$ cat src/rtl/lpcd_pkg.sv
// Shared constants and types for the length-prefixed chunk deframer.
package lpcd_pkg;

	// Default width of the chunk length counter.
	localparam int unsigned COUNT_WIDTH_DEF = 16;

	typedef logic [7:0] byte_t;

	// Framing characters.
	localparam byte_t CH_END   = 8'h24;  // '$'
	localparam byte_t CH_OPEN  = 8'h28;  // '('
	localparam byte_t CH_CLOSE = 8'h29;  // ')'
	localparam byte_t CH_ZERO  = 8'h30;  // '0'
	localparam byte_t CH_NINE  = 8'h39;  // '9'

	// Result kinds.
	typedef enum logic {
		KIND_PAYLOAD = 1'b0,
		KIND_END     = 1'b1
	} kind_t;

endpackage

$ cat src/rtl/lpcd_byte_if.sv
// Valid/ready channel that carries one raw link byte per transaction.
interface lpcd_byte_if;
	import lpcd_pkg::*;

	logic  valid;
	logic  ready;
	byte_t in_byte;

	modport source (output valid, output in_byte, input ready);
	modport sink   (input valid, input in_byte, output ready);

endinterface

$ cat src/rtl/lpcd_result_if.sv
// Valid/ready channel that carries one deframed result per transaction.
interface lpcd_result_if;
	import lpcd_pkg::*;

	logic  valid;
	logic  ready;
	logic  out_kind;
	byte_t payload_byte;

	modport source (output valid, output out_kind, output payload_byte, input ready);
	modport sink   (input valid, input out_kind, input payload_byte, output ready);

endinterface

$ cat src/rtl/length_prefixed_chunk_deframer.sv
// Length-prefixed chunk deframer: turns a "(len)payload...$" byte stream into results.
//
// The block reads a byte stream made of chunks written as '(' plus a decimal
// length plus ')' followed by exactly that many payload bytes. Each payload
// byte comes out as a payload result, whatever its value, and a '$' seen
// outside a chunk comes out as an end-of-message result with a zero byte.
// Any other byte outside a chunk is dropped. The length is read like atoi:
// digits count until the first non-digit, and everything after that up to
// ')' is ignored; the length saturates at 2^COUNT_WIDTH - 1, and a zero or
// missing length gives a chunk without payload. The block takes one byte
// transaction per clock cycle while the result side keeps up. A byte that
// causes a result has it offered on the result channel from the clock edge
// after its transaction, unless a waiting result still holds the result
// register. The byte and its result pass the input register, which holds
// the accepted byte, and the result register, which holds the finished
// result; the parser state advances in the logic between them, so the
// input side keeps accepting while a result waits to be taken, and stalls
// only when both registers are full and the result channel is not ready.
module length_prefixed_chunk_deframer #(
	parameter int unsigned COUNT_WIDTH = lpcd_pkg::COUNT_WIDTH_DEF
) (
	input  logic              clk,
	input  logic              arst_n,
	lpcd_byte_if.sink         link,
	lpcd_result_if.source     result
);
	import lpcd_pkg::*;

	// The length update needs room for count * 10 + 9 before saturation.
	localparam int unsigned WIDE_WIDTH = COUNT_WIDTH + 4;
	localparam logic [COUNT_WIDTH-1:0] COUNT_MAX = {COUNT_WIDTH{1'b1}};

	typedef enum logic [1:0] {
		MODE_IDLE    = 2'd0,
		MODE_LENGTH  = 2'd1,
		MODE_PAYLOAD = 2'd2
	} mode_t;

	// Input register.
	logic  valid_s1;
	byte_t byte_s1;

	// Parser state.
	mode_t                  mode_q;
	logic [COUNT_WIDTH-1:0] count_q;
	logic                   digits_done_q;

	// Result register.
	logic  res_valid_q;
	kind_t res_kind_q;
	byte_t res_byte_q;

	// Next-state and result logic for the byte in the input register.
	mode_t                  mode_d;
	logic [COUNT_WIDTH-1:0] count_d;
	logic                   digits_done_d;
	logic                   emit;
	kind_t                  emit_kind;
	byte_t                  emit_byte;

	logic                   advance;
	logic                   is_digit;
	logic [WIDE_WIDTH-1:0]  count_wide;
	logic [WIDE_WIDTH-1:0]  count_next_wide;
	logic [COUNT_WIDTH-1:0] count_dec;

	// The stage moves when the result register is free or is emptied now.
	assign advance    = !res_valid_q || result.ready;
	assign link.ready = !valid_s1 || advance;

	assign is_digit   = (byte_s1 >= CH_ZERO) && (byte_s1 <= CH_NINE);

	// count * 10 as two shifts and an add, then the new digit.
	assign count_wide      = WIDE_WIDTH'(count_q);
	assign count_next_wide = (count_wide << 3) + (count_wide << 1)
		+ WIDE_WIDTH'(byte_s1[3:0]);
	assign count_dec       = (count_q != '0) ? count_q - 1'b1 : count_q;

	always_comb begin
		mode_d        = mode_q;
		count_d       = count_q;
		digits_done_d = digits_done_q;
		emit          = 1'b0;
		emit_kind     = KIND_PAYLOAD;
		emit_byte     = '0;
		case (mode_q)
			MODE_LENGTH: begin
				if (byte_s1 == CH_CLOSE) begin
					mode_d        = (count_q == '0) ? MODE_IDLE : MODE_PAYLOAD;
					digits_done_d = 1'b0;
				end else if (!digits_done_q && is_digit) begin
					// Saturate when the upper bits of the wide result are set.
					if (count_next_wide[WIDE_WIDTH-1:COUNT_WIDTH] != '0) begin
						count_d = COUNT_MAX;
					end else begin
						count_d = count_next_wide[COUNT_WIDTH-1:0];
					end
				end else begin
					digits_done_d = 1'b1;
				end
			end
			MODE_PAYLOAD: begin
				emit      = 1'b1;
				emit_kind = KIND_PAYLOAD;
				emit_byte = byte_s1;
				count_d   = count_dec;
				if (count_dec == '0) begin
					mode_d = MODE_IDLE;
				end
			end
			default: begin
				mode_d = MODE_IDLE;
				if (byte_s1 == CH_END) begin
					emit      = 1'b1;
					emit_kind = KIND_END;
				end else if (byte_s1 == CH_OPEN) begin
					mode_d        = MODE_LENGTH;
					count_d       = '0;
					digits_done_d = 1'b0;
				end
			end
		endcase
	end

	always_ff @(posedge clk or negedge arst_n) begin
		if (!arst_n) begin
			valid_s1      <= 1'b0;
			byte_s1       <= '0;
			mode_q        <= MODE_IDLE;
			count_q       <= '0;
			digits_done_q <= 1'b0;
			res_valid_q   <= 1'b0;
			res_kind_q    <= KIND_PAYLOAD;
			res_byte_q    <= '0;
		end else begin
			if (link.ready) begin
				valid_s1 <= link.valid;
				if (link.valid) begin
					byte_s1 <= link.in_byte;
				end
			end
			if (advance) begin
				res_valid_q <= valid_s1 && emit;
				if (valid_s1) begin
					mode_q        <= mode_d;
					count_q       <= count_d;
					digits_done_q <= digits_done_d;
					res_kind_q    <= emit_kind;
					res_byte_q    <= emit_byte;
				end
			end
		end
	end

	assign result.valid        = res_valid_q;
	assign result.out_kind     = res_kind_q;
	assign result.payload_byte = res_byte_q;

endmodule

$ cat src/flat_wrapper.sv
// flat-port wrapper written by rule: the top's interface ports become plain ports
module length_prefixed_chunk_deframer_flat import lpcd_pkg::*;
#(
	parameter int unsigned COUNT_WIDTH = lpcd_pkg::COUNT_WIDTH_DEF
)
  (clk, arst_n, link_valid, link_in_byte, link_ready, result_valid, result_out_kind, result_payload_byte, result_ready);
  lpcd_byte_if link_i ();
  lpcd_result_if result_i ();
  input  logic clk;
  input  logic arst_n;
  input wire logic [$bits(link_i.valid)-1:0] link_valid;
  input wire logic [$bits(link_i.in_byte)-1:0] link_in_byte;
  output wire logic [$bits(link_i.ready)-1:0] link_ready;
  output wire logic [$bits(result_i.valid)-1:0] result_valid;
  output wire logic [$bits(result_i.out_kind)-1:0] result_out_kind;
  output wire logic [$bits(result_i.payload_byte)-1:0] result_payload_byte;
  input wire logic [$bits(result_i.ready)-1:0] result_ready;
  assign link_i.valid = link_valid;
  assign link_i.in_byte = link_in_byte;
  assign link_ready = link_i.ready;
  assign result_valid = result_i.valid;
  assign result_out_kind = result_i.out_kind;
  assign result_payload_byte = result_i.payload_byte;
  assign result_i.ready = result_ready;
  length_prefixed_chunk_deframer #(.COUNT_WIDTH(COUNT_WIDTH)) u_core (.clk(clk), .arst_n(arst_n), .link(link_i), .result(result_i));
endmodule
$ cat config.mk
export PLATFORM = sky130hd
export DESIGN_NAME = length_prefixed_chunk_deframer_flat
export DESIGN_NICKNAME = d
export VERILOG_FILES = /design/src/rtl/lpcd_pkg.sv /design/src/rtl/lpcd_byte_if.sv /design/src/rtl/lpcd_result_if.sv /design/src/rtl/length_prefixed_chunk_deframer.sv /design/src/flat_wrapper.sv
export SDC_FILE = /design/constraint.sdc
export NUM_CORES = 1
export LEC_CHECK = 0
export BUFFER_PORTS_ARGS = -buffer_cell sky130_fd_sc_hd__buf_2
export CAP_MARGIN = 20
export CORE_MARGIN = 3
export CORE_UTILIZATION = 60
export DETAILED_ROUTE_END_ITERATION = 10
export PLACE_DENSITY = 0.79
export SYNTH_ARGS = -nofsm -noshare
export SYNTH_HDL_FRONTEND = slang
export SYNTH_SLANG_ARGS = --single-unit
$ cat constraint.sdc
create_clock -name clk -period 4.6 [get_ports clk]
set_input_delay 0.69 -clock clk [delete_from_list [all_inputs] [get_ports clk]]
set_output_delay 0.69 -clock clk [all_outputs]
set_load 0.01 [all_outputs]
* Yosys cells after proc, flatten, opt, wreduce, memory -nomap -nowiden *
Cells that the tools add are included.

operators by class
  $add $sub $neg = 3
  equal/unequal tests = 12
  reduce and logical (&&, ||, !) cells = 20
  order comparisons = 2
  bitwise logic cells = 1
  muxes and demuxes = 22

operators by type and width
  operator                 count
  $mux W16                 6
  $logic_not A16 Y1        2
  $pmux W16 S2             1
  $eq A8 B6 Y1 const B     3
  $add A19 B17 Y20         1
  $add A20 B4 Y20          1
  $reduce_bool A16 Y1      1
  $sub A16 B1 Y16 const B  1
  $reduce_and A6 Y1        2
  $ge A8 B6 Y1 const B     1
  $le A8 B6 Y1 const B     1
  $mux W2                  4
  $mux W8                  1
  $mux W1                  7
  $ne A2 B1 Y1 const B     3
  $ne A2 B2 Y1 const B     2
  $pmux W1 S2              2
  $pmux W2 S2              1
  $reduce_and A2 Y1        2
  $reduce_and A4 Y1        1
  $reduce_bool A4 Y1       1
  $logic_and A1 B1 Y1      3
  $logic_not A1 Y1         3
  $ne A3 B2 Y1 const B     1
  other kinds (8)          9

word-level totals
  word-level logic and storage cells = 68
  register bits after elaboration = 38
  output and inout port bits = 11
  input port bits = 12

* Logic depth before layout (Yosys ltp) *
  depth in word-level cells = 7
  gate-level depth with buffers = 11
  gate-level depth less buffers = 11

* Worst setup path before layout *
Ideal clock, no wire load.

  path type = reg-to-reg
  start = reg u_core.count_q[2]
  end = reg u_core.count_q[14]
  setup slack = 1.353 ns
  setup time = 0.145 ns
  required time = 4.455 ns
  stages on the path, launching flop included = 11
  arrival = 3.102 ns
  buffers on the path = 0
  clock period less this slack = 3.247 ns
  path through = dfrtp_1 inv_1 fa_1 fa_1 and2b_1 o31ai_4 a211oi_4 o21ai_0 mux2_2 o41ai_1 o311ai_1

between the ends
  word-level cells in the longest chain between the ends = 7
  elaborated cells between the ends (all ways) = 10
  classes of those cells = add/sub: 3; mux: 5; reduce/logical: 2

RTL lines
  element                   line                                   text
  start: declaration        length_prefixed_chunk_deframer.sv:45   logic [COUNT_WIDTH-1:0] count_q;
  start signal: assignment  length_prefixed_chunk_deframer.sv:146  count_q <= count_d;
  $add A19 B17 Y20          length_prefixed_chunk_deframer.sv:75   assign count_next_wide = (count_wide << 3) + (count_wide << 1)
  $add A20 B4 Y20           length_prefixed_chunk_deframer.sv:76   + WIDE_WIDTH'(byte_s1[3:0]);
  $reduce_bool A4 Y1        length_prefixed_chunk_deframer.sv:93   if (count_next_wide[WIDE_WIDTH-1:COUNT_WIDTH] != '0) begin
  $mux W16                  length_prefixed_chunk_deframer.sv:93
  $mux W16                  length_prefixed_chunk_deframer.sv:91   end else if (!digits_done_q && is_digit) begin
  $mux W16                  length_prefixed_chunk_deframer.sv:88   if (byte_s1 == CH_CLOSE) begin
  $pmux W16 S2 *            length_prefixed_chunk_deframer.sv:86   case (mode_q)

Every way passes the cells marked *; elsewhere a longest branch is shown, timed or not. The select of a mux whose other input is x is not followed.
A chain may end at the register's enable or synchronous reset.

* Worst setup path in the final report *
  start = reg u_core.count_q[2]
  end = reg u_core.count_q[15]

Same word-level chain as after synthesis.

==> results summary <==
The routability congestion estimate is 0.964. In this run the vertical extent of the chip is 83.0 um. Compared with the post-synthesis result, the final layout area differs by 6.61%. The data arrival at the endpoint of the critical path came out at 3.77 ns. Synthesis produced 418 cells. After detailed routing, the total wire length is 9.48 mm. The first-pass GRT wire length is 16.0 mm. The post-synthesis sequential element count came out at 38.

The most numerous cell on the critical path is sky130_fd_sc_hd__fa_1. The sink of the worst hold path is u_core.result.payload_byte[7]. The flow ran to the end, and the final reports show no timing, DRC or antenna violations.

In this run the critical register-to-register path is launched from u_core.count_q[2]. The post-cts sizing count came out at 0. In the post-synthesis netlist, the biggest area contributors are sky130_fd_sc_hd__dfrtp_1 27%, sky130_fd_sc_hd__ha_1 12%, sky130_fd_sc_hd__a21oi_1 5.3%, sky130_fd_sc_hd__o21ai_0 4.5%, sky130_fd_sc_hd__nand2_1 4.2%. The CTS tree is done. On the critical path the largest part of the delay comes from compound AO/OA/AOI/OAI gates. Counting cells, the worst reg-to-reg path comes to 10. The kind of capture point of the worst setup path is a register. The post-synthesis net count came out at 466.

The normalized max-slew margin came out at 42.0%. The number of distinct standard cells referenced by the synthesized netlist came out at 71. By count the netlist is led by 40 x sky130_fd_sc_hd__nand2_1, 38 x sky130_fd_sc_hd__a21oi_1, 38 x sky130_fd_sc_hd__dfrtp_1.

The critical path startpoint category is a register. The horizontal extent of the die came out at 83.0 um. In this run the clock root is driven by a sky130_fd_sc_hd__clkbuf_8. The area of the mapped netlist is 3560 um^2. For this run, the number of Yosys warnings is 0.

The area share of xor/xnor cells in the synthesized design is 4.12%. Based on the critical path, the design can be clocked at up to 278 MHz. The post-detailed-placement half-perimeter wirelength is 7.03 mm. On the worst path, the slowest cell contributes a delay of 0.54 ns. The number of buffers and inverters on the critical path is 1. The number of synthesized flops with an enable pin is 0. Dividing the synthesized area by the synthesized cell count gives 8.51 um^2. The total leakage power came out at 1.73 nW.

The class of the most critical setup path is reg2reg. Setup repair after global routing left no endpoint under its margin. The most instantiated library cell after synthesis is sky130_fd_sc_hd__nand2_1.

The final number of hold-violating endpoints was 0. The vias after detailed routing is 3440. In this run, CTS created clock tree buffers numbering 5. The post-place setup slack came out at 0.996 ns.

In this run the critical register-to-register path is captured at u_core.count_q[15]. For flop-to-flop paths, the worst setup slack is 1.00 ns. The hold slack came out at 0.476 ns. For this design, the slowest cell found on the critical path is sky130_fd_sc_hd__fa_1. The number of routed nets with antenna violations came out at 0. The power density of the placed cells came out at 188 nW/um^2.

Of the synthesized area, sequential elements account for 26.7%. The initial antenna violation count is 0. For this run, the leading register cell type out of synthesis is sky130_fd_sc_hd__dfrtp_1. The standard cell core area came out at 5610 um^2. The overall global routing resource usage came out at 27.9%. The number of maximum-capacitance constraint violations came out at 0. The simple-gate portion of the synthesized area is 20.7%. The worst hold path was traced through 2 stages.

Counting every sink on the clock net gives 38. The measured slew at the worst slew-check pin came out at 0.871 ns. The leading area contributor after synthesis is sky130_fd_sc_hd__dfrtp_1.

For this run, design rule violations remaining after detail routing come to 0. The combinational family with the most area after synthesis is compound AO/OA/AOI/OAI gates. For this design, the CTS-stage hold fixing added 0 buffers. The synthesized-area fraction occupied by adder cells is 13.1%. The via count of the first global-routing pass is 3241. After synthesis, the share of flip-flops with an asynchronous set or reset is 100%.

The H-tree depth came out at 2. At the worst endpoint, the required time is 4.77 ns. The initial detailed-routing violation count is 437.

The count of nets after finishing is 481. The quantity of I/O buffers inserted on ports came out at 22. The floorplan step defined a die boundary enclosing 6890 um^2.

The synthesized netlist devotes 27.6% of its cell area to compound gates. The number of cell rows came out at 27. Traced cell by cell, the critical path runs through inv_1 > fa_1 > fa_1 > and2b_1 > o31ai_4 > a211oi_4 > o21ai_0 > mux2_2 > o41ai_1 > o211ai_1. The number of primary I/O pins is 23. The peak fanout along the critical path is 10. The sum of overflow across all layers after global routing is 0.

The number of buffers inserted to repair setup after CTS came out at 0. The number of buffers between clock root and the deepest sink is 2. The total of endpoints with negative setup slack in the final report is 0. The final critical-path setup slack came out at 1.00 ns. Dividing the detail-routed via count by the number of cells gives 6.81.

Cells with a size suffix above 1 make up 12.9% of the layout. The max-slew violation count is 0. The worst clock skew came out at 0.0125 ns. The pin count of the biggest net entering global routing came out at 39.

The fraction of post-synthesis cell area in the top cell type by area came out at 26.7%. The post-CTS clock slew at the launch and capture registers of the worst setup and hold paths came out at 0.08 ns. The total inserted antenna cells is 0. The average wire length per cell after detail routing came out at 18.8 um. VDD sags by at most 165 uV.

For this run, the detailed router's first-pass iteration total came to 5. The startpoint of the lowest-slack hold path is u_core.result.payload_byte[7]. After synthesis, the share of cell area in mux cells is 3.13%. The worst hold path belongs to the class reg2reg. The clock reaches the later pin of the worst-skew pair after 0.30 ns.

Summed over all failing endpoints, the final setup total negative slack is 0 ns. The share of the clock period used by the worst path after layout came out at 78.2%. Once the floorplan was initialized, standard cells occupied 63.4% of the core.

The shortest period the worst path allows came out at 3.60 ns.
## cell type report
type | count | area (um^2)
fill | 482 | 1820
clock buffer | 6 | 82.6
multi-input combinational | 344 | 2440
clock inverter | 1 | 30.0
sequential | 38 | 951
timing repair buffer | 23 | 118
inverter | 21 | 78.8
tap | 72 | 90.1
## per-stage QoR
step	util [%]	instances	instance area [um^2]	total power (W)
final	67.6	505	3790	0.000713
after global placement	65.6	498	3680	0.000419
after detailed placement	65.6	498	3680	0.000421
after global routing	67.6	505	3790	0.000737
after CTS	67.6	505	3790	0.000713
after floorplan	-	418	3560	0.000396
## cells by family after synthesis
kind of cell	after synthesis
AOI/OAI and AO/OA	144
xor gates and xnor gates	15
adders and majority gates	36
buffers and inverters	36
DFF	38
muxes	10
and+or+nand+nor	139
## state kept, by name (all words and copies together) (netlist names)
name / cells
u_core.count_q: 16
u_core.byte_s1: 8
u_core.result.payload_byte: 8
u_core.mode_q: 2
u_core.digits_done_q: 1
u_core.result.out_kind: 1
u_core.result.valid: 1
u_core.valid_s1: 1
## worst min-delay path: stages, from the launching register on
cell	delay, ns
sky130_fd_sc_hd__dfrtp_1	0.34
sky130_fd_sc_hd__nand2_1	0.05
sky130_fd_sc_hd__o21ai_0	0.06
## worst max path at each step
stage	start	endpoint	depth (start not counted)
2_1_floorplan	u_core.count_q[2]	u_core.count_q[14]	10
3_3_place_gp	u_core.count_q[2]	u_core.count_q[15]	10
3_5_place_dp	u_core.count_q[2]	u_core.count_q[15]	10
4_1_cts	u_core.count_q[2]	u_core.count_q[15]	10
5_1_grt	u_core.count_q[2]	u_core.count_q[15]	10
6_report	u_core.count_q[2]	u_core.count_q[15]	10
## placed cells by master (no fill, tap or decap), types with 5 or more instances in the layout
cell | synthesis | final
sky130_fd_sc_hd__nand2_1 | 40 | 40
sky130_fd_sc_hd__a21oi_1 | 38 | 38
sky130_fd_sc_hd__dfrtp_1 | 38 | 38
sky130_fd_sc_hd__nor2_1 | 35 | 35
sky130_fd_sc_hd__ha_1 | 34 | 34
sky130_fd_sc_hd__o21ai_0 | 32 | 32
sky130_fd_sc_hd__buf_2 | 2 | 22
sky130_fd_sc_hd__inv_1 | 21 | 21
sky130_fd_sc_hd__xnor2_1 | 11 | 11
sky130_fd_sc_hd__o41ai_1 | 11 | 11
sky130_fd_sc_hd__mux2_2 | 9 | 9
sky130_fd_sc_hd__nor3_1 | 8 | 8
sky130_fd_sc_hd__a31oi_1 | 8 | 8
sky130_fd_sc_hd__nand3_1 | 7 | 7
sky130_fd_sc_hd__clkbuf_8 | 0 | 6
sky130_fd_sc_hd__o31ai_1 | 5 | 5
sky130_fd_sc_hd__nand4_1 | 5 | 5
sky130_fd_sc_hd__nor4_1 | 5 | 5
## routing by layer
metal	routed length, um	track usage, %
met5	0	0
met4	186	7.88
met3	836	5.46
met2	4280	42.3
met1	4180	40.5
## power by group
| part | internal (W) | switching, W | total, W |
|---|---|---|---|
| Combinational | 0.0000240 | 0.0000370 | 0.0000610 |
| Sequential | 0.000342 | 0.0000120 | 0.000354 |
| Clock | 0.000174 | 0.000124 | 0.000298 |
No activity file was read; power rests on OpenSTA's default activity.
